[src/rtl/blps_pkg.sv]
`timescale 1ns / 1ps
package blps_pkg;

   // default geometry of the stepper
   localparam int COORD_BITS_DEFAULT = 12;
   localparam int BANK_BITS_DEFAULT  = 16;

   // fixed field widths
   localparam int DIM_W          = 12;
   localparam int COLOR_W        = 8;
   localparam int BANK_FIELD_W   = 6;
   localparam int OFFSET_FIELD_W = 16;

   // configuration port
   localparam int CSR_INDEX_W = 2;
   localparam int CSR_DATA_W  = 12;

   localparam logic [CSR_INDEX_W-1:0] CSR_SCREEN_WIDTH  = 2'd0;
   localparam logic [CSR_INDEX_W-1:0] CSR_SCREEN_HEIGHT = 2'd1;
   localparam logic [CSR_INDEX_W-1:0] CSR_DRAW_COLOR    = 2'd2;
   localparam logic [CSR_INDEX_W-1:0] CSR_XOR_MODE      = 2'd3;

   localparam logic [DIM_W-1:0] RESET_WIDTH  = 12'd640;
   localparam logic [DIM_W-1:0] RESET_HEIGHT = 12'd480;

   // item opcodes
   localparam logic OP_START   = 1'b0;
   localparam logic OP_ADVANCE = 1'b1;

   // step direction codes (two's complement -1, 0, +1)
   localparam logic [1:0] STEP_POS  = 2'b01;
   localparam logic [1:0] STEP_ZERO = 2'b00;
   localparam logic [1:0] STEP_NEG  = 2'b11;

   // command queue between front and back
   localparam int QUEUE_DEPTH = 2;

   typedef struct packed {
      logic empty;
      logic full;
   } queue_status_type;

endpackage

[src/rtl/blps_front.sv]
`timescale 1ns / 1ps
module blps_front #(
   parameter int COORD_BITS = blps_pkg::COORD_BITS_DEFAULT
) (
   input  logic                          req_valid,
   output logic                          req_ready,
   input  logic                          req_op,
   input  logic signed [COORD_BITS-1:0]  req_x_start,
   input  logic signed [COORD_BITS-1:0]  req_y_start,
   input  logic signed [COORD_BITS-1:0]  req_x_end,
   input  logic signed [COORD_BITS-1:0]  req_y_end,
   input  blps_pkg::queue_status_type    q_status,
   output logic                          q_push,
   output logic [6*COORD_BITS+7:0]       q_entry
);
   import blps_pkg::*;

   localparam int DW = COORD_BITS + 1;

   logic [DW-1:0] diff_x;
   logic [DW-1:0] diff_y;
   logic [DW-1:0] delta_x;
   logic [DW-1:0] delta_y;
   logic [1:0]    step_x;
   logic [1:0]    step_y;
   logic          x_major;

   // take a transfer whenever the queue has room
   assign req_ready = !q_status.full;
   assign q_push    = req_valid && req_ready;

   // absolute deltas, one bit wider than the coordinates
   assign diff_x  = {req_x_end[COORD_BITS-1], req_x_end} - {req_x_start[COORD_BITS-1], req_x_start};
   assign diff_y  = {req_y_end[COORD_BITS-1], req_y_end} - {req_y_start[COORD_BITS-1], req_y_start};
   assign delta_x = diff_x[DW-1] ? (~diff_x + DW'(1)) : diff_x;
   assign delta_y = diff_y[DW-1] ? (~diff_y + DW'(1)) : diff_y;

   // step directions
   always_comb begin
      if (req_x_end > req_x_start) begin
         step_x = STEP_POS;
      end else if (req_x_end == req_x_start) begin
         step_x = STEP_ZERO;
      end else begin
         step_x = STEP_NEG;
      end
      if (req_y_end > req_y_start) begin
         step_y = STEP_POS;
      end else if (req_y_end == req_y_start) begin
         step_y = STEP_ZERO;
      end else begin
         step_y = STEP_NEG;
      end
   end

   // x is the major axis only when strictly longer
   assign x_major = delta_x > delta_y;

   // classified command word
   assign q_entry = {req_op, req_x_start, req_y_start, req_x_end, req_y_end,
                     delta_x, delta_y, step_x, step_y, x_major};

endmodule

[src/rtl/blps_queue.sv]
`timescale 1ns / 1ps
module blps_queue #(
   parameter int WIDTH = 80,
   parameter int DEPTH = blps_pkg::QUEUE_DEPTH
) (
   input  logic                       clock,
   input  logic                       reset,
   input  logic                       push,
   input  logic [WIDTH-1:0]           push_data,
   input  logic                       pop,
   output logic [WIDTH-1:0]           pop_data,
   output blps_pkg::queue_status_type status
);
   import blps_pkg::*;

   localparam int PTR_W = (DEPTH > 1) ? $clog2(DEPTH) : 1;
   localparam int CNT_W = $clog2(DEPTH + 1);

   logic [WIDTH-1:0] entry_ff [DEPTH];
   logic [PTR_W-1:0] wr_ptr_ff;
   logic [PTR_W-1:0] wr_ptr_in;
   logic [PTR_W-1:0] rd_ptr_ff;
   logic [PTR_W-1:0] rd_ptr_in;
   logic [CNT_W-1:0] count_ff;
   logic [CNT_W-1:0] count_in;

   assign status.empty = (count_ff == '0);
   assign status.full  = (count_ff == CNT_W'(DEPTH));
   assign pop_data     = entry_ff[rd_ptr_ff];

   // pointer and fill tracking
   always_comb begin
      wr_ptr_in = wr_ptr_ff;
      rd_ptr_in = rd_ptr_ff;
      count_in  = count_ff;
      if (push) begin
         wr_ptr_in = (wr_ptr_ff == PTR_W'(DEPTH - 1)) ? '0 : wr_ptr_ff + PTR_W'(1);
      end
      if (pop) begin
         rd_ptr_in = (rd_ptr_ff == PTR_W'(DEPTH - 1)) ? '0 : rd_ptr_ff + PTR_W'(1);
      end
      if (push && !pop) begin
         count_in = count_ff + CNT_W'(1);
      end else if (pop && !push) begin
         count_in = count_ff - CNT_W'(1);
      end
   end

   always_ff @(posedge clock) begin
      if (reset) begin
         wr_ptr_ff <= '0;
         rd_ptr_ff <= '0;
         count_ff  <= '0;
      end else begin
         wr_ptr_ff <= wr_ptr_in;
         rd_ptr_ff <= rd_ptr_in;
         count_ff  <= count_in;
      end
   end

   // entry storage
   always_ff @(posedge clock) begin
      if (push) begin
         entry_ff[wr_ptr_ff] <= push_data;
      end
   end

`ifndef SYNTHESIS
   a_count_range: assert property (@(posedge clock) disable iff (reset)
      count_ff <= CNT_W'(DEPTH))
      else $error("queue fill count above depth");

   a_pop_not_empty: assert property (@(posedge clock) disable iff (reset)
      pop |-> !status.empty)
      else $error("queue popped while empty");
`endif

endmodule

[src/rtl/blps_back.sv]
`timescale 1ns / 1ps
module blps_back #(
   parameter int COORD_BITS = blps_pkg::COORD_BITS_DEFAULT
) (
   input  logic                        clock,
   input  logic                        reset,
   input  logic [6*COORD_BITS+7:0]     q_entry,
   input  blps_pkg::queue_status_type  q_status,
   output logic                        q_pop,
   output logic                        pix_valid,
   input  logic                        pix_ready,
   output logic [COORD_BITS-1:0]       pix_x,
   output logic [COORD_BITS-1:0]       pix_y,
   output logic                        pix_last
);
   import blps_pkg::*;

   localparam int CB = COORD_BITS;
   localparam int DW = CB + 1;
   localparam int EW = CB + 4;

   // unpacked command
   logic          e_op;
   logic [CB-1:0] e_x1;
   logic [CB-1:0] e_y1;
   logic [CB-1:0] e_x2;
   logic [CB-1:0] e_y2;
   logic [DW-1:0] e_dx;
   logic [DW-1:0] e_dy;
   logic [1:0]    e_sx;
   logic [1:0]    e_sy;
   logic          e_xmaj;

   // line state
   logic [CB-1:0]        cur_x_ff,   cur_x_in;
   logic [CB-1:0]        cur_y_ff,   cur_y_in;
   logic [CB-1:0]        end_x_ff,   end_x_in;
   logic [CB-1:0]        end_y_ff,   end_y_in;
   logic signed [EW-1:0] err_ff,     err_in;
   logic [DW-1:0]        delta_x_ff, delta_x_in;
   logic [DW-1:0]        delta_y_ff, delta_y_in;
   logic [1:0]           step_x_ff,  step_x_in;
   logic [1:0]           step_y_ff,  step_y_in;
   logic                 x_major_ff, x_major_in;
   logic                 active_ff,  active_in;

   // pixel output register
   logic          pix_valid_ff, pix_valid_in;
   logic [CB-1:0] pix_x_ff,     pix_x_in;
   logic [CB-1:0] pix_y_ff,     pix_y_in;
   logic          pix_last_ff,  pix_last_in;

   // stepping datapath
   logic [DW-1:0]        major_d;
   logic [DW-1:0]        minor_d;
   logic signed [EW-1:0] major_s;
   logic signed [EW-1:0] two_major_s;
   logic signed [EW-1:0] two_minor_s;
   logic signed [EW-1:0] err_sum;
   logic                 minor_step;
   logic [CB-1:0]        inc_x;
   logic [CB-1:0]        inc_y;
   logic [CB-1:0]        next_x;
   logic [CB-1:0]        next_y;
   logic                 free_slot;

   assign {e_op, e_x1, e_y1, e_x2, e_y2, e_dx, e_dy, e_sx, e_sy, e_xmaj} = q_entry;

   // a command runs whenever the pixel register can take its result
   assign free_slot = !pix_valid_ff || pix_ready;
   assign q_pop     = !q_status.empty && free_slot;

   // error test on the current state
   assign major_d     = x_major_ff ? delta_x_ff : delta_y_ff;
   assign minor_d     = x_major_ff ? delta_y_ff : delta_x_ff;
   assign major_s     = signed'({{(EW-DW){1'b0}}, major_d});
   assign two_major_s = signed'({{(EW-DW-1){1'b0}}, major_d, 1'b0});
   assign two_minor_s = signed'({{(EW-DW-1){1'b0}}, minor_d, 1'b0});
   assign err_sum     = err_ff + two_minor_s;
   assign minor_step  = err_sum > major_s;

   assign inc_x  = cur_x_ff + {{(CB-2){step_x_ff[1]}}, step_x_ff};
   assign inc_y  = cur_y_ff + {{(CB-2){step_y_ff[1]}}, step_y_ff};
   assign next_x = (x_major_ff || minor_step) ? inc_x : cur_x_ff;
   assign next_y = (!x_major_ff || minor_step) ? inc_y : cur_y_ff;

   // command execution
   always_comb begin
      cur_x_in     = cur_x_ff;
      cur_y_in     = cur_y_ff;
      end_x_in     = end_x_ff;
      end_y_in     = end_y_ff;
      err_in       = err_ff;
      delta_x_in   = delta_x_ff;
      delta_y_in   = delta_y_ff;
      step_x_in    = step_x_ff;
      step_y_in    = step_y_ff;
      x_major_in   = x_major_ff;
      active_in    = active_ff;
      pix_valid_in = pix_valid_ff && !pix_ready;
      pix_x_in     = pix_x_ff;
      pix_y_in     = pix_y_ff;
      pix_last_in  = pix_last_ff;
      if (q_pop) begin
         if (e_op == OP_START) begin
            // load a new line and emit its first pixel
            cur_x_in     = e_x1;
            cur_y_in     = e_y1;
            end_x_in     = e_x2;
            end_y_in     = e_y2;
            err_in       = '0;
            delta_x_in   = e_dx;
            delta_y_in   = e_dy;
            step_x_in    = e_sx;
            step_y_in    = e_sy;
            x_major_in   = e_xmaj;
            pix_valid_in = 1'b1;
            pix_x_in     = e_x1;
            pix_y_in     = e_y1;
            pix_last_in  = e_xmaj ? (e_x1 == e_x2) : (e_y1 == e_y2);
            active_in    = !pix_last_in;
         end else if (active_ff) begin
            // one step along the major axis
            cur_x_in     = next_x;
            cur_y_in     = next_y;
            err_in       = minor_step ? (err_sum - two_major_s) : err_sum;
            pix_valid_in = 1'b1;
            pix_x_in     = next_x;
            pix_y_in     = next_y;
            pix_last_in  = x_major_ff ? (next_x == end_x_ff) : (next_y == end_y_ff);
            active_in    = !pix_last_in;
         end else begin
            pix_valid_in = 1'b0;
         end
      end
   end

   always_ff @(posedge clock) begin
      if (reset) begin
         cur_x_ff     <= '0;
         cur_y_ff     <= '0;
         end_x_ff     <= '0;
         end_y_ff     <= '0;
         err_ff       <= '0;
         delta_x_ff   <= '0;
         delta_y_ff   <= '0;
         step_x_ff    <= STEP_ZERO;
         step_y_ff    <= STEP_ZERO;
         x_major_ff   <= 1'b0;
         active_ff    <= 1'b0;
         pix_valid_ff <= 1'b0;
      end else begin
         cur_x_ff     <= cur_x_in;
         cur_y_ff     <= cur_y_in;
         end_x_ff     <= end_x_in;
         end_y_ff     <= end_y_in;
         err_ff       <= err_in;
         delta_x_ff   <= delta_x_in;
         delta_y_ff   <= delta_y_in;
         step_x_ff    <= step_x_in;
         step_y_ff    <= step_y_in;
         x_major_ff   <= x_major_in;
         active_ff    <= active_in;
         pix_valid_ff <= pix_valid_in;
      end
   end

   // pixel payload
   always_ff @(posedge clock) begin
      pix_x_ff    <= pix_x_in;
      pix_y_ff    <= pix_y_in;
      pix_last_ff <= pix_last_in;
   end

   assign pix_valid = pix_valid_ff;
   assign pix_x     = pix_x_ff;
   assign pix_y     = pix_y_ff;
   assign pix_last  = pix_last_ff;

`ifndef SYNTHESIS
   a_start_emits: assert property (@(posedge clock) disable iff (reset)
      (q_pop && e_op == OP_START) |=> pix_valid_ff)
      else $error("start command produced no pixel");

   a_idle_advance_silent: assert property (@(posedge clock) disable iff (reset)
      (q_pop && e_op == OP_ADVANCE && !active_ff) |=> !pix_valid_ff)
      else $error("advance with no line produced a pixel");

   a_active_not_at_end: assert property (@(posedge clock) disable iff (reset)
      active_ff |-> (x_major_ff ? (cur_x_ff != end_x_ff) : (cur_y_ff != end_y_ff)))
      else $error("line still running at its endpoint");
`endif

endmodule

[src/rtl/blps_pixel.sv]
`timescale 1ns / 1ps
module blps_pixel #(
   parameter int COORD_BITS = blps_pkg::COORD_BITS_DEFAULT,
   parameter int BANK_BITS  = blps_pkg::BANK_BITS_DEFAULT
) (
   input  logic                                  clock,
   input  logic                                  reset,
   input  logic                                  pix_valid,
   output logic                                  pix_ready,
   input  logic [COORD_BITS-1:0]                 pix_x,
   input  logic [COORD_BITS-1:0]                 pix_y,
   input  logic                                  pix_last,
   input  logic [blps_pkg::DIM_W-1:0]            screen_width,
   input  logic [blps_pkg::DIM_W-1:0]            screen_height,
   input  logic [blps_pkg::COLOR_W-1:0]          draw_color,
   input  logic                                  xor_mode,
   output logic                                  rsp_valid,
   input  logic                                  rsp_ready,
   output logic signed [COORD_BITS-1:0]          rsp_pixel_x,
   output logic signed [COORD_BITS-1:0]          rsp_pixel_y,
   output logic                                  rsp_in_bounds,
   output logic [blps_pkg::BANK_FIELD_W-1:0]     rsp_bank,
   output logic [blps_pkg::OFFSET_FIELD_W-1:0]   rsp_bank_offset,
   output logic [blps_pkg::COLOR_W-1:0]          rsp_color,
   output logic                                  rsp_xor_write,
   output logic                                  rsp_last
);
   import blps_pkg::*;

   localparam int CB    = COORD_BITS;
   localparam int CMP_W = CB + DIM_W;
   localparam int LIN_W = CB + DIM_W + 1;
   localparam logic [LIN_W-1:0] OFF_MASK = LIN_W'((64'd1 << BANK_BITS) - 64'd1);

   logic                      inb;
   logic [LIN_W-1:0]          lin;
   logic [LIN_W-1:0]          lin_shift;
   logic [LIN_W-1:0]          lin_masked;
   logic                      load;

   logic                      rsp_valid_ff,  rsp_valid_in;
   logic [CB-1:0]             pixel_x_ff;
   logic [CB-1:0]             pixel_y_ff;
   logic                      in_bounds_ff;
   logic [BANK_FIELD_W-1:0]   bank_ff,   bank_in;
   logic [OFFSET_FIELD_W-1:0] offset_ff, offset_in;
   logic [COLOR_W-1:0]        color_ff;
   logic                      xor_ff;
   logic                      last_ff;

   // output register frees up when empty or being drained
   assign pix_ready = !rsp_valid_ff || rsp_ready;
   assign load      = pix_valid && pix_ready;

   // bounds test: non-negative and below the screen size
   assign inb = !pix_x[CB-1] && !pix_y[CB-1] &&
                (CMP_W'(pix_x) < CMP_W'(screen_width)) &&
                (CMP_W'(pix_y) < CMP_W'(screen_height));

   // linear address y*width + x split into bank and offset
   assign lin        = LIN_W'(pix_y) * LIN_W'(screen_width) + LIN_W'(pix_x);
   assign lin_shift  = lin >> BANK_BITS;
   assign lin_masked = lin & OFF_MASK;
   assign bank_in    = inb ? lin_shift[BANK_FIELD_W-1:0] : '0;
   assign offset_in  = inb ? lin_masked[OFFSET_FIELD_W-1:0] : '0;

   assign rsp_valid_in = load ? 1'b1 : (rsp_valid_ff && !rsp_ready);

   always_ff @(posedge clock) begin
      if (reset) begin
         rsp_valid_ff <= 1'b0;
      end else begin
         rsp_valid_ff <= rsp_valid_in;
      end
   end

   // result payload
   always_ff @(posedge clock) begin
      if (load) begin
         pixel_x_ff   <= pix_x;
         pixel_y_ff   <= pix_y;
         in_bounds_ff <= inb;
         bank_ff      <= bank_in;
         offset_ff    <= offset_in;
         color_ff     <= draw_color;
         xor_ff       <= xor_mode;
         last_ff      <= pix_last;
      end
   end

   assign rsp_valid       = rsp_valid_ff;
   assign rsp_pixel_x     = signed'(pixel_x_ff);
   assign rsp_pixel_y     = signed'(pixel_y_ff);
   assign rsp_in_bounds   = in_bounds_ff;
   assign rsp_bank        = bank_ff;
   assign rsp_bank_offset = offset_ff;
   assign rsp_color       = color_ff;
   assign rsp_xor_write   = xor_ff;
   assign rsp_last        = last_ff;

endmodule

[src/rtl/bresenham_line_pixel_stepper_top.sv]
`timescale 1ns / 1ps
// line pixel stepper: one pixel per accepted start item, and per accepted advance item while a line is in progress
// a result is registered in turn in the queue, the stepper's pixel register and the address stage's result register
// throughput: one item per cycle while results are not back-pressured, bounded by the error update in the stepper
// output register decouples the stepper from result back-pressure; a 2-entry queue decouples input
// reset (synchronous, active high): no line in progress, queue and outputs empty,
// screen 640 x 480, colour 0, overwrite mode
module bresenham_line_pixel_stepper_top #(
   parameter int COORD_BITS = blps_pkg::COORD_BITS_DEFAULT,
   parameter int BANK_BITS  = blps_pkg::BANK_BITS_DEFAULT
) (
   input  logic                                  clock,
   input  logic                                  reset,
   input  logic                                  req_valid,
   output logic                                  req_ready,
   input  logic                                  req_op,
   input  logic signed [COORD_BITS-1:0]          req_x_start,
   input  logic signed [COORD_BITS-1:0]          req_y_start,
   input  logic signed [COORD_BITS-1:0]          req_x_end,
   input  logic signed [COORD_BITS-1:0]          req_y_end,
   output logic                                  rsp_valid,
   input  logic                                  rsp_ready,
   output logic signed [COORD_BITS-1:0]          rsp_pixel_x,
   output logic signed [COORD_BITS-1:0]          rsp_pixel_y,
   output logic                                  rsp_in_bounds,
   output logic [blps_pkg::BANK_FIELD_W-1:0]     rsp_bank,
   output logic [blps_pkg::OFFSET_FIELD_W-1:0]   rsp_bank_offset,
   output logic [blps_pkg::COLOR_W-1:0]          rsp_color,
   output logic                                  rsp_xor_write,
   output logic                                  rsp_last,
   input  logic                                  csr_wr_en,
   input  logic [blps_pkg::CSR_INDEX_W-1:0]      csr_index,
   input  logic [blps_pkg::CSR_DATA_W-1:0]       csr_wr_data
);
   import blps_pkg::*;

   localparam int ENTRY_W = 6 * COORD_BITS + 8;

   logic [DIM_W-1:0]   width_ff;
   logic [DIM_W-1:0]   height_ff;
   logic [COLOR_W-1:0] color_ff;
   logic               xor_ff;

   queue_status_type   q_status;
   logic               q_push;
   logic               q_pop;
   logic [ENTRY_W-1:0] q_push_data;
   logic [ENTRY_W-1:0] q_pop_data;

   logic                  pix_valid;
   logic                  pix_ready;
   logic [COORD_BITS-1:0] pix_x;
   logic [COORD_BITS-1:0] pix_y;
   logic                  pix_last;

   // configuration registers
   always_ff @(posedge clock) begin
      if (reset) begin
         width_ff  <= RESET_WIDTH;
         height_ff <= RESET_HEIGHT;
         color_ff  <= '0;
         xor_ff    <= 1'b0;
      end else if (csr_wr_en) begin
         case (csr_index)
            CSR_SCREEN_WIDTH: begin
               width_ff <= csr_wr_data[DIM_W-1:0];
            end
            CSR_SCREEN_HEIGHT: begin
               height_ff <= csr_wr_data[DIM_W-1:0];
            end
            CSR_DRAW_COLOR: begin
               color_ff <= csr_wr_data[COLOR_W-1:0];
            end
            CSR_XOR_MODE: begin
               xor_ff <= csr_wr_data[0];
            end
            default: begin
            end
         endcase
      end
   end

   // front: accept and classify
   blps_front #(
      .COORD_BITS (COORD_BITS)
   ) u_front (
      .req_valid   (req_valid),
      .req_ready   (req_ready),
      .req_op      (req_op),
      .req_x_start (req_x_start),
      .req_y_start (req_y_start),
      .req_x_end   (req_x_end),
      .req_y_end   (req_y_end),
      .q_status    (q_status),
      .q_push      (q_push),
      .q_entry     (q_push_data)
   );

   // command queue
   blps_queue #(
      .WIDTH (ENTRY_W),
      .DEPTH (QUEUE_DEPTH)
   ) u_queue (
      .clock     (clock),
      .reset     (reset),
      .push      (q_push),
      .push_data (q_push_data),
      .pop       (q_pop),
      .pop_data  (q_pop_data),
      .status    (q_status)
   );

   // back: line stepper
   blps_back #(
      .COORD_BITS (COORD_BITS)
   ) u_back (
      .clock     (clock),
      .reset     (reset),
      .q_entry   (q_pop_data),
      .q_status  (q_status),
      .q_pop     (q_pop),
      .pix_valid (pix_valid),
      .pix_ready (pix_ready),
      .pix_x     (pix_x),
      .pix_y     (pix_y),
      .pix_last  (pix_last)
   );

   // address and bounds stage with result register
   blps_pixel #(
      .COORD_BITS (COORD_BITS),
      .BANK_BITS  (BANK_BITS)
   ) u_pixel (
      .clock           (clock),
      .reset           (reset),
      .pix_valid       (pix_valid),
      .pix_ready       (pix_ready),
      .pix_x           (pix_x),
      .pix_y           (pix_y),
      .pix_last        (pix_last),
      .screen_width    (width_ff),
      .screen_height   (height_ff),
      .draw_color      (color_ff),
      .xor_mode        (xor_ff),
      .rsp_valid       (rsp_valid),
      .rsp_ready       (rsp_ready),
      .rsp_pixel_x     (rsp_pixel_x),
      .rsp_pixel_y     (rsp_pixel_y),
      .rsp_in_bounds   (rsp_in_bounds),
      .rsp_bank        (rsp_bank),
      .rsp_bank_offset (rsp_bank_offset),
      .rsp_color       (rsp_color),
      .rsp_xor_write   (rsp_xor_write),
      .rsp_last        (rsp_last)
   );

endmodule
[config.mk]
export PLATFORM = sky130hd
export DESIGN_NAME = bresenham_line_pixel_stepper_top
export DESIGN_NICKNAME = d
export VERILOG_FILES = /design/src/rtl/blps_pkg.sv /design/src/rtl/blps_front.sv /design/src/rtl/blps_queue.sv /design/src/rtl/blps_back.sv /design/src/rtl/blps_pixel.sv /design/src/rtl/bresenham_line_pixel_stepper_top.sv
export SDC_FILE = /design/constraint.sdc
export NUM_CORES = 1
export LEC_CHECK = 0
export ABC_AREA = 1
export BUFFER_PORTS_ARGS = -buffer_cell sky130_fd_sc_hd__buf_2
export CORE_MARGIN = 5
export CORE_UTILIZATION = 60
export CTS_BUF_LIST = sky130_fd_sc_hd__clkbuf_8
export DETAILED_ROUTE_END_ITERATION = 6
export HOLD_SLACK_MARGIN = 0.12
export PLACE_DENSITY_LB_ADDON = 0.2
export SLEW_MARGIN = 20
export SYNTH_ARGS = -nofsm -noshare
export SYNTH_HDL_FRONTEND = slang
export SYNTH_HIERARCHICAL = 1
export SYNTH_SLANG_ARGS = --single-unit
[constraint.sdc]
create_clock -name clock -period 7.95 [get_ports clock]
set_input_delay 1.1925 -clock clock [delete_from_list [all_inputs] [get_ports clock]]
set_output_delay 1.1925 -clock clock [all_outputs]
set_load 0.005 [all_outputs]
==> flow_metrics.py, run 1 <==
metrics = {
    "worst_setup_path": {
        "crit_family": "adder cells",
        "crit_fanout": 14,
        "cp.required_ns": 8.34,
        "critPathArrivalTime_ns": 5.64,
        "path_cells": "nand2_1, fa_1, inv_1, fa_1, fa_1, fa_1, inv_1, fa_1, inv_1, ha_1, nand2_1, nor2_1, nand2_1, inv_1, nand4_1, nand3_1, nand2_1, nand2_1, nor2_1",
        "r2r_setup_slack_ns": 2.71,
        "critPathMaxStageDelay_ns": 0.86,
        "path_class": "register to register",
        "cp_num_buf_inv": 4,
        "start_kind": "register",
        "worstRegToRegCells": 19,
        "reg2reg_from": "u_back/pix_y[9]$_DFFE_PP_",
        "r2r_end": "u_pixel/rsp_bank[4]$_SDFFCE_PN0P_",
        "endpoint_kind": "register",
        "cpMaxStageDelayCell": "edfxtp_1",
    },
    "route": {
        "drt-wirelength-per-cell_um": 16.46,
        "wl_um": 66050,
        "routed_via_density": 5.316,
        "drtPass1Iterations": 5,
        "antenna_left": 0,
        "via_count": 21330,
        "drt_iter0_drc": 1512,
        "drc": 0,
    },
    "logic_synthesis": {
        "synth_top_area_frac": 0.2629,
        "synthesis.area_um2": 27650,
        "yosys.area.top_type": "edfxtp_1",
        "synth_cells": 3307,
        "ys_async_sr_fraction": 0,
        "yosysWarnings": 6,
        "synth_nets": 3675,
        "syn_avg_cell_area_um2": 8.360,
        "yosysUniqueCellTypes": 60,
        "synth-seq-cells": 377,
        "synth-edff-count": 242,
        "ys.flop_type": "edfxtp_1",
        "ys_seq_area_frac": 0.3606,
        "yosys-top-cells-area": "edfxtp_1 (26%), nand2_1 (10%), dfxtp_1 (9.8%)",
    },
    "sta": {
        "maxSlewHeadroom": 0.3341,
        "skew_ns": 0.03467,
        "max_freq_mhz": 190.7,
        "report.final.hold_viol_count": 0,
        "finalMaxSlewViolations": 0,
        "fin_setup_tns_ns": 0,
        "rsz0062_at_grt": "false",
        "tightest_slew_ns": 0.9978,
        "fin_crit_sh": 0.6597,
        "fin_crit_ns": 5.245,
        "setup_viol": 0,
    },
    "clocking": {
        "post-cts-setup-buffers": 0,
        "cts_tree": "done",
        "cts_buffers": 67,
        "cts.sinks": 377,
        "htreeDepth": 3,
        "cts_resized": 0,
        "cts_buffer_depth": 3,
        "path_clk_slew_ns": 0.06,
        "worstSkewPairLatency_ns": 0.63,
        "clock-root-buffer": "clkbuf_8",
        "cts-hold-fix-buffers": 0,
    },
    "cells_and_area": {
        "final_cell_mix": "nand2_1 (758), inv_1 (673), edfxtp_1 (242)",
        "layout_commonest_cell": "nand2_1",
        "antennaDiodeCount": 0,
        "fin_nets": 3728,
        "area_delta_synth_final_pct": 6.680,
        "drive_gt1_frac": 0.1251,
    },
    "global_route": {
        "gr-usage-all-layers": 0.2621,
        "grt_pass1_wl_um": 107200,
        "antenna_found_initial": 0,
        "grt_overflow_total": 0,
        "grt_max_degree": 77,
        "grt_pass1_vias": 21160,
    },
    "min_path": {
        "hold_end": "u_pixel/rsp_xor_write$_DFFE_PP_",
        "hold_path_class": "register to register",
        "hp-start": "xor_ff$_SDFFE_PP0P_",
        "holdPathStages": 0,
    },
    "status": {
        "outcome": "finished clean",
    },
    "floorplanning": {
        "die_w_um": 224.7,
        "core_area_um2": 45480,
        "die_area_um2": 50470,
        "initial_utilization": 0.6079,
        "ios": 127,
        "die_h_um": 224.7,
        "rows": 78,
    },
    "placed_design": {
        "place.gp.congestion": 0.9125,
        "port_buffers": 126,
        "dp_hpwl_um": 50630,
    },
    "flow_run": {
        "max_cap_viol_count": 0,
    },
}
-- cell families (layout without fill, tap and decap cells) --
family / Yosys count / after routing / share of synthesized area
xor gates and xnor gates: 75 / 75 / 0.02485
DFF: 377 / 377 / 0.3606
muxes: 80 / 80 / 0.04345
buffers and inverters: 822 / 928 / 0.1278
and+or+nand+nor: 1299 / 1299 / 0.2021
adders and majority gates: 300 / 300 / 0.1673
AOI/OAI and AO/OA: 354 / 354 / 0.07391
-- synthesized netlist by cell type (8+ instances only) --
| library cell | instances |
|---|---|
| mux2_4 | 80 |
| a211oi_1 | 40 |
| nand3_1 | 191 |
| ha_1 | 184 |
| a31oi_1 | 15 |
| o21ai_1 | 8 |
| buf_6 | 11 |
| nor2_2 | 14 |
| inv_1 | 655 |
| fa_1 | 116 |
| nor2_1 | 215 |
| o211ai_1 | 15 |
| buf_4 | 55 |
| edfxtp_1 | 242 |
| nand2_2 | 37 |
| buf_12 | 8 |
| xnor2_1 | 23 |
| nor3_1 | 14 |
| dfxtp_1 | 135 |
| buf_2 | 8 |
| a21oi_1 | 145 |
| xor2_1 | 48 |
| nand3b_1 | 10 |
| nand4_1 | 26 |
| clkbuf_1 | 66 |
| inv_2 | 9 |
| o21ai_0 | 97 |
| o21bai_1 | 8 |
| nand2_1 | 759 |
-- flip-flops by register name, indices dropped and copies added (netlist names), 13 cells and up, named ones only --
signal and cells:
u_back/delta_y_ff 13, u_pixel/rsp_bank_offset 16, u_back/err_ff 15, u_back/delta_x_ff 13, u_queue/entry_ff 160
-- layout make-up --
type	instances	area, µm²
fill	3906	15990
tap	600	750.7
clock inverter	50	347.8
inverter	669	2517
timing repair buffer	137	728.2
clock buffer	72	991.0
sequential	377	9975
multi-input combinational	2108	14180
-- worst max-delay path by stage --
stage | startpoint | to | slack [ns] | cells past startpoint
6_report | u_back/pix_y[9]$_DFFE_PP_ | u_pixel/rsp_bank[4]$_SDFFCE_PN0P_ | 2.71 | 19
5_1_grt | u_back/pix_y[9]$_DFFE_PP_ | u_pixel/rsp_bank[5]$_SDFFCE_PN0P_ | 2.37 | 19
4_1_cts | u_back/x_major_ff$_SDFFE_PP0P_ | u_back/active_ff$_SDFFE_PP0P_ | 2.43 | 35
3_5_place_dp | u_back/x_major_ff$_SDFFE_PP0P_ | u_back/active_ff$_SDFFE_PP0P_ | 2.45 | 35
3_3_place_gp | u_back/x_major_ff$_SDFFE_PP0P_ | u_back/active_ff$_SDFFE_PP0P_ | 2.64 | 33
2_1_floorplan | req_valid | u_queue/entry_ff[0][0]$_DFFE_PP_ | 2.63 | 4
-- stage by stage --
step	utilization	worst slack, ns	instance area [µm²]	hold slack [ns]	cells
floorplan	-	2.633	27650	0.4003	3307
global placement	0.6185	2.636	28130	0.4124	3890
detailed placement	0.6185	2.451	28130	0.4187	3890
CTS	0.6480	2.428	29470	0.4322	4012
global route	0.6485	2.365	29490	0.4383	4013
finish	0.6485	2.705	29490	0.4275	4013
-- layer usage --
layer / global-route usage / vias up / part of all wire
li1: - / 10550 / -
met1: 0.3416 / 10010 / 0.43
met2: 0.4491 / 640 / 0.48
met3: 0.04555 / 130 / 0.053
met4: 0.08191 / 0 / 0.028
met5: 0 / - / 0
Power of run 1 is left out: the tool's default activity adds up to more than one toggle a clock period on the data nets, which glitch-free logic cannot reach.
==> run 2, diff against run 1 <==
--- a/config.mk
+++ b/config.mk
@@ -8,7 +8,7 @@
 export ABC_AREA = 1
 export BUFFER_PORTS_ARGS = -buffer_cell sky130_fd_sc_hd__buf_2
 export CORE_MARGIN = 5
-export CORE_UTILIZATION = 60
+export CORE_UTILIZATION = 59
 export CTS_BUF_LIST = sky130_fd_sc_hd__clkbuf_8
 export DETAILED_ROUTE_END_ITERATION = 6
 export HOLD_SLACK_MARGIN = 0.12
==> constraint.sdc (replaced) <==
create_clock -name clock -period 4.8 [get_ports clock]
set_input_delay 0.72 -clock clock [delete_from_list [all_inputs] [get_ports clock]]
set_output_delay 0.72 -clock clock [all_outputs]
set_load 0.005 [all_outputs]
==> flow_metrics.py, run 2 (synthesis results as in run 1) <==
metrics = {
    "sta": {
        "max_freq_mhz": 211.9,
        "skew_ns": 0.03735,
        "finalMaxSlewViolations": 0,
        "fin_crit_sh": 0.9831,
        "fin_ws_ns": 0.08106,
        "maxSlewHeadroom": 0.3128,
        "report.final.hold_viol_count": 0,
        "fin_crit_ns": 4.719,
        "rsz0062_at_grt": "true",
        "setup_viol": 0,
        "tightest_slew_ns": 1.030,
    },
    "clocking": {
        "cts_tree": "done",
        "cts_buffer_depth": 3,
        "worstSkewPairLatency_ns": 0.64,
        "clock-root-buffer": "clkbuf_8",
        "htreeDepth": 3,
        "cts-hold-fix-buffers": 0,
        "cts.sinks": 377,
        "path_clk_slew_ns": 0.06,
        "cts_buffers": 66,
    },
    "global_route": {
        "grt_max_degree": 85,
        "grt_pass1_vias": 21440,
        "grt_overflow_total": 0,
        "antenna_found_initial": 0,
        "gr-usage-all-layers": 0.2652,
        "grt_pass1_wl_um": 109500,
    },
    "worst_setup_path": {
        "critPathArrivalTime_ns": 5.10,
        "path_class": "register to register",
        "start_kind": "register",
        "endpoint_kind": "register",
        "crit_fanout": 6,
        "cp.required_ns": 5.18,
    },
    "cells_and_area": {
        "n_fill_cell": 3842,
        "area_delta_synth_final_pct": 12.16,
        "fin_area_um2": 31010,
        "multi_input_area_um2": 14650,
        "area.sequential_um2": 9977,
        "max_flop_register": "u_queue/entry_ff",
        "antennaDiodeCount": 0,
        "largest_register_ffs": 160,
        "final_cell_mix": "nand2_1 (731), inv_1 (653), edfxtp_1 (242)",
        "drive_gt1_frac": 0.1801,
        "fin_nets": 3837,
        "layout_commonest_cell": "nand2_1",
    },
    "route": {
        "drt-wirelength-per-cell_um": 16.63,
        "drtPass1Iterations": 6,
        "routed_via_density": 5.260,
        "wl_um": 68660,
        "drt_iter0_drc": 1589,
        "drc": 0,
        "via_count": 21720,
        "antenna_left": 0,
    },
    "status": {
        "outcome": "finished clean",
    },
    "floorplanning": {
        "initial_utilization": 0.5951,
        "ios": 127,
        "die_w_um": 226.5,
        "die_area_um2": 51290,
        "die_h_um": 226.5,
        "core_area_um2": 46460,
        "rows": 79,
    },
    "placed_design": {
        "post_dp_cell_area_um2": 28920,
        "place.gp.congestion": 0.9083,
        "dp_worst_setup_slack_ns": -0.1281,
        "port_buffers": 126,
        "dp_hpwl_um": 53010,
    },
    "min_path": {
        "hold_path_class": "primary input to register",
    },
    "flow_run": {
        "max_cap_viol_count": 0,
    },
}
## run 2: cell types whose count changed in the layout (fill, tap and decap cells not counted), moves of 16 or more
cell     previous run  this run
nand2_2            38        60
ha_1              184       168
buf_4              11       104
inv_1             673       653
inv_2              11        28
nand2_1           758       731
## run 2: path summary, 6_finish.rpt
path,startpoint,slack (ns),endpoint,cells past startpoint
worst max-delay path,u_back/pix_y[8]$_DFFE_PP_,0.08,u_pixel/rsp_bank[4]$_SDFFCE_PN0P_,22
worst min-delay path,req_op,0.28,u_queue/entry_ff[1][79]$_DFFE_PP_,1
worst max register to register,u_back/pix_y[8]$_DFFE_PP_,0.08,u_pixel/rsp_bank[4]$_SDFFCE_PN0P_,22
worst min register to register,xor_ff$_SDFFE_PP0P_,0.43,u_pixel/rsp_xor_write$_DFFE_PP_,0
## run 2: critical path, cell delays in order, from the launching register on
cell and delay [ns]:
edfxtp_1 0.44, buf_4 0.16, buf_4 0.10, buf_4 0.15
nand2_1 0.08, fa_1 0.53, inv_1 0.05, fa_1 0.45
fa_1 0.50, inv_1 0.05, fa_1 0.48, inv_1 0.05
ha_1 0.19, ha_2 0.42, nand2_1 0.11, nor2_2 0.19
nand2_1 0.09, inv_2 0.07, nand4_1 0.10, nand3_2 0.09
nand2_1 0.06, nand2_1 0.06, nor2_1 0.04
## run 2: routing by layer
metal | track usage | up-vias | routed length, µm
met3 | 0.03806 | 135 | 3607
met1 | 0.3436 | 10170 | 29070
li1 | - | 10770 | -
met4 | 0.08073 | 0 | 2030
met2 | 0.4639 | 637 | 33950
met5 | 0 | - | 0
## run 2: per-stage QoR
stage          std cells   TNS, ns    util  hold WS [ns]
2_1_floorplan       3307         0       -        0.4003
3_3_place_gp        3988  -0.07438  0.6226        0.4121
3_5_place_dp        3988   -0.5808  0.6226        0.4175
4_1_cts             4112         0  0.6554        0.2193
5_1_grt             4128   -0.6988  0.6674        0.2313
6_report            4128         0  0.6674        0.2778
## run 2: cell type report
| class | count | share of cell area |
|---|---|---|
| clock buffer | 74 | 0.03285 |
| clock inverter | 46 | 0.01307 |
| inverter | 669 | 0.08123 |
| multi-input combinational | 2109 | 0.4725 |
| sequential | 377 | 0.3218 |
| tap | 607 | 0.02449 |
| timing repair buffer | 246 | 0.05407 |
## run 2: what timing repair did
item | in CTS | in global routing
gates resized for setup | 15 | 116
endpoints found under the setup margin | 9 | 21
pin swaps | 1 | 50
setup buffers | 4 | 15
gates cloned | 0 | 1
Power of run 2 is left out for the same reason.
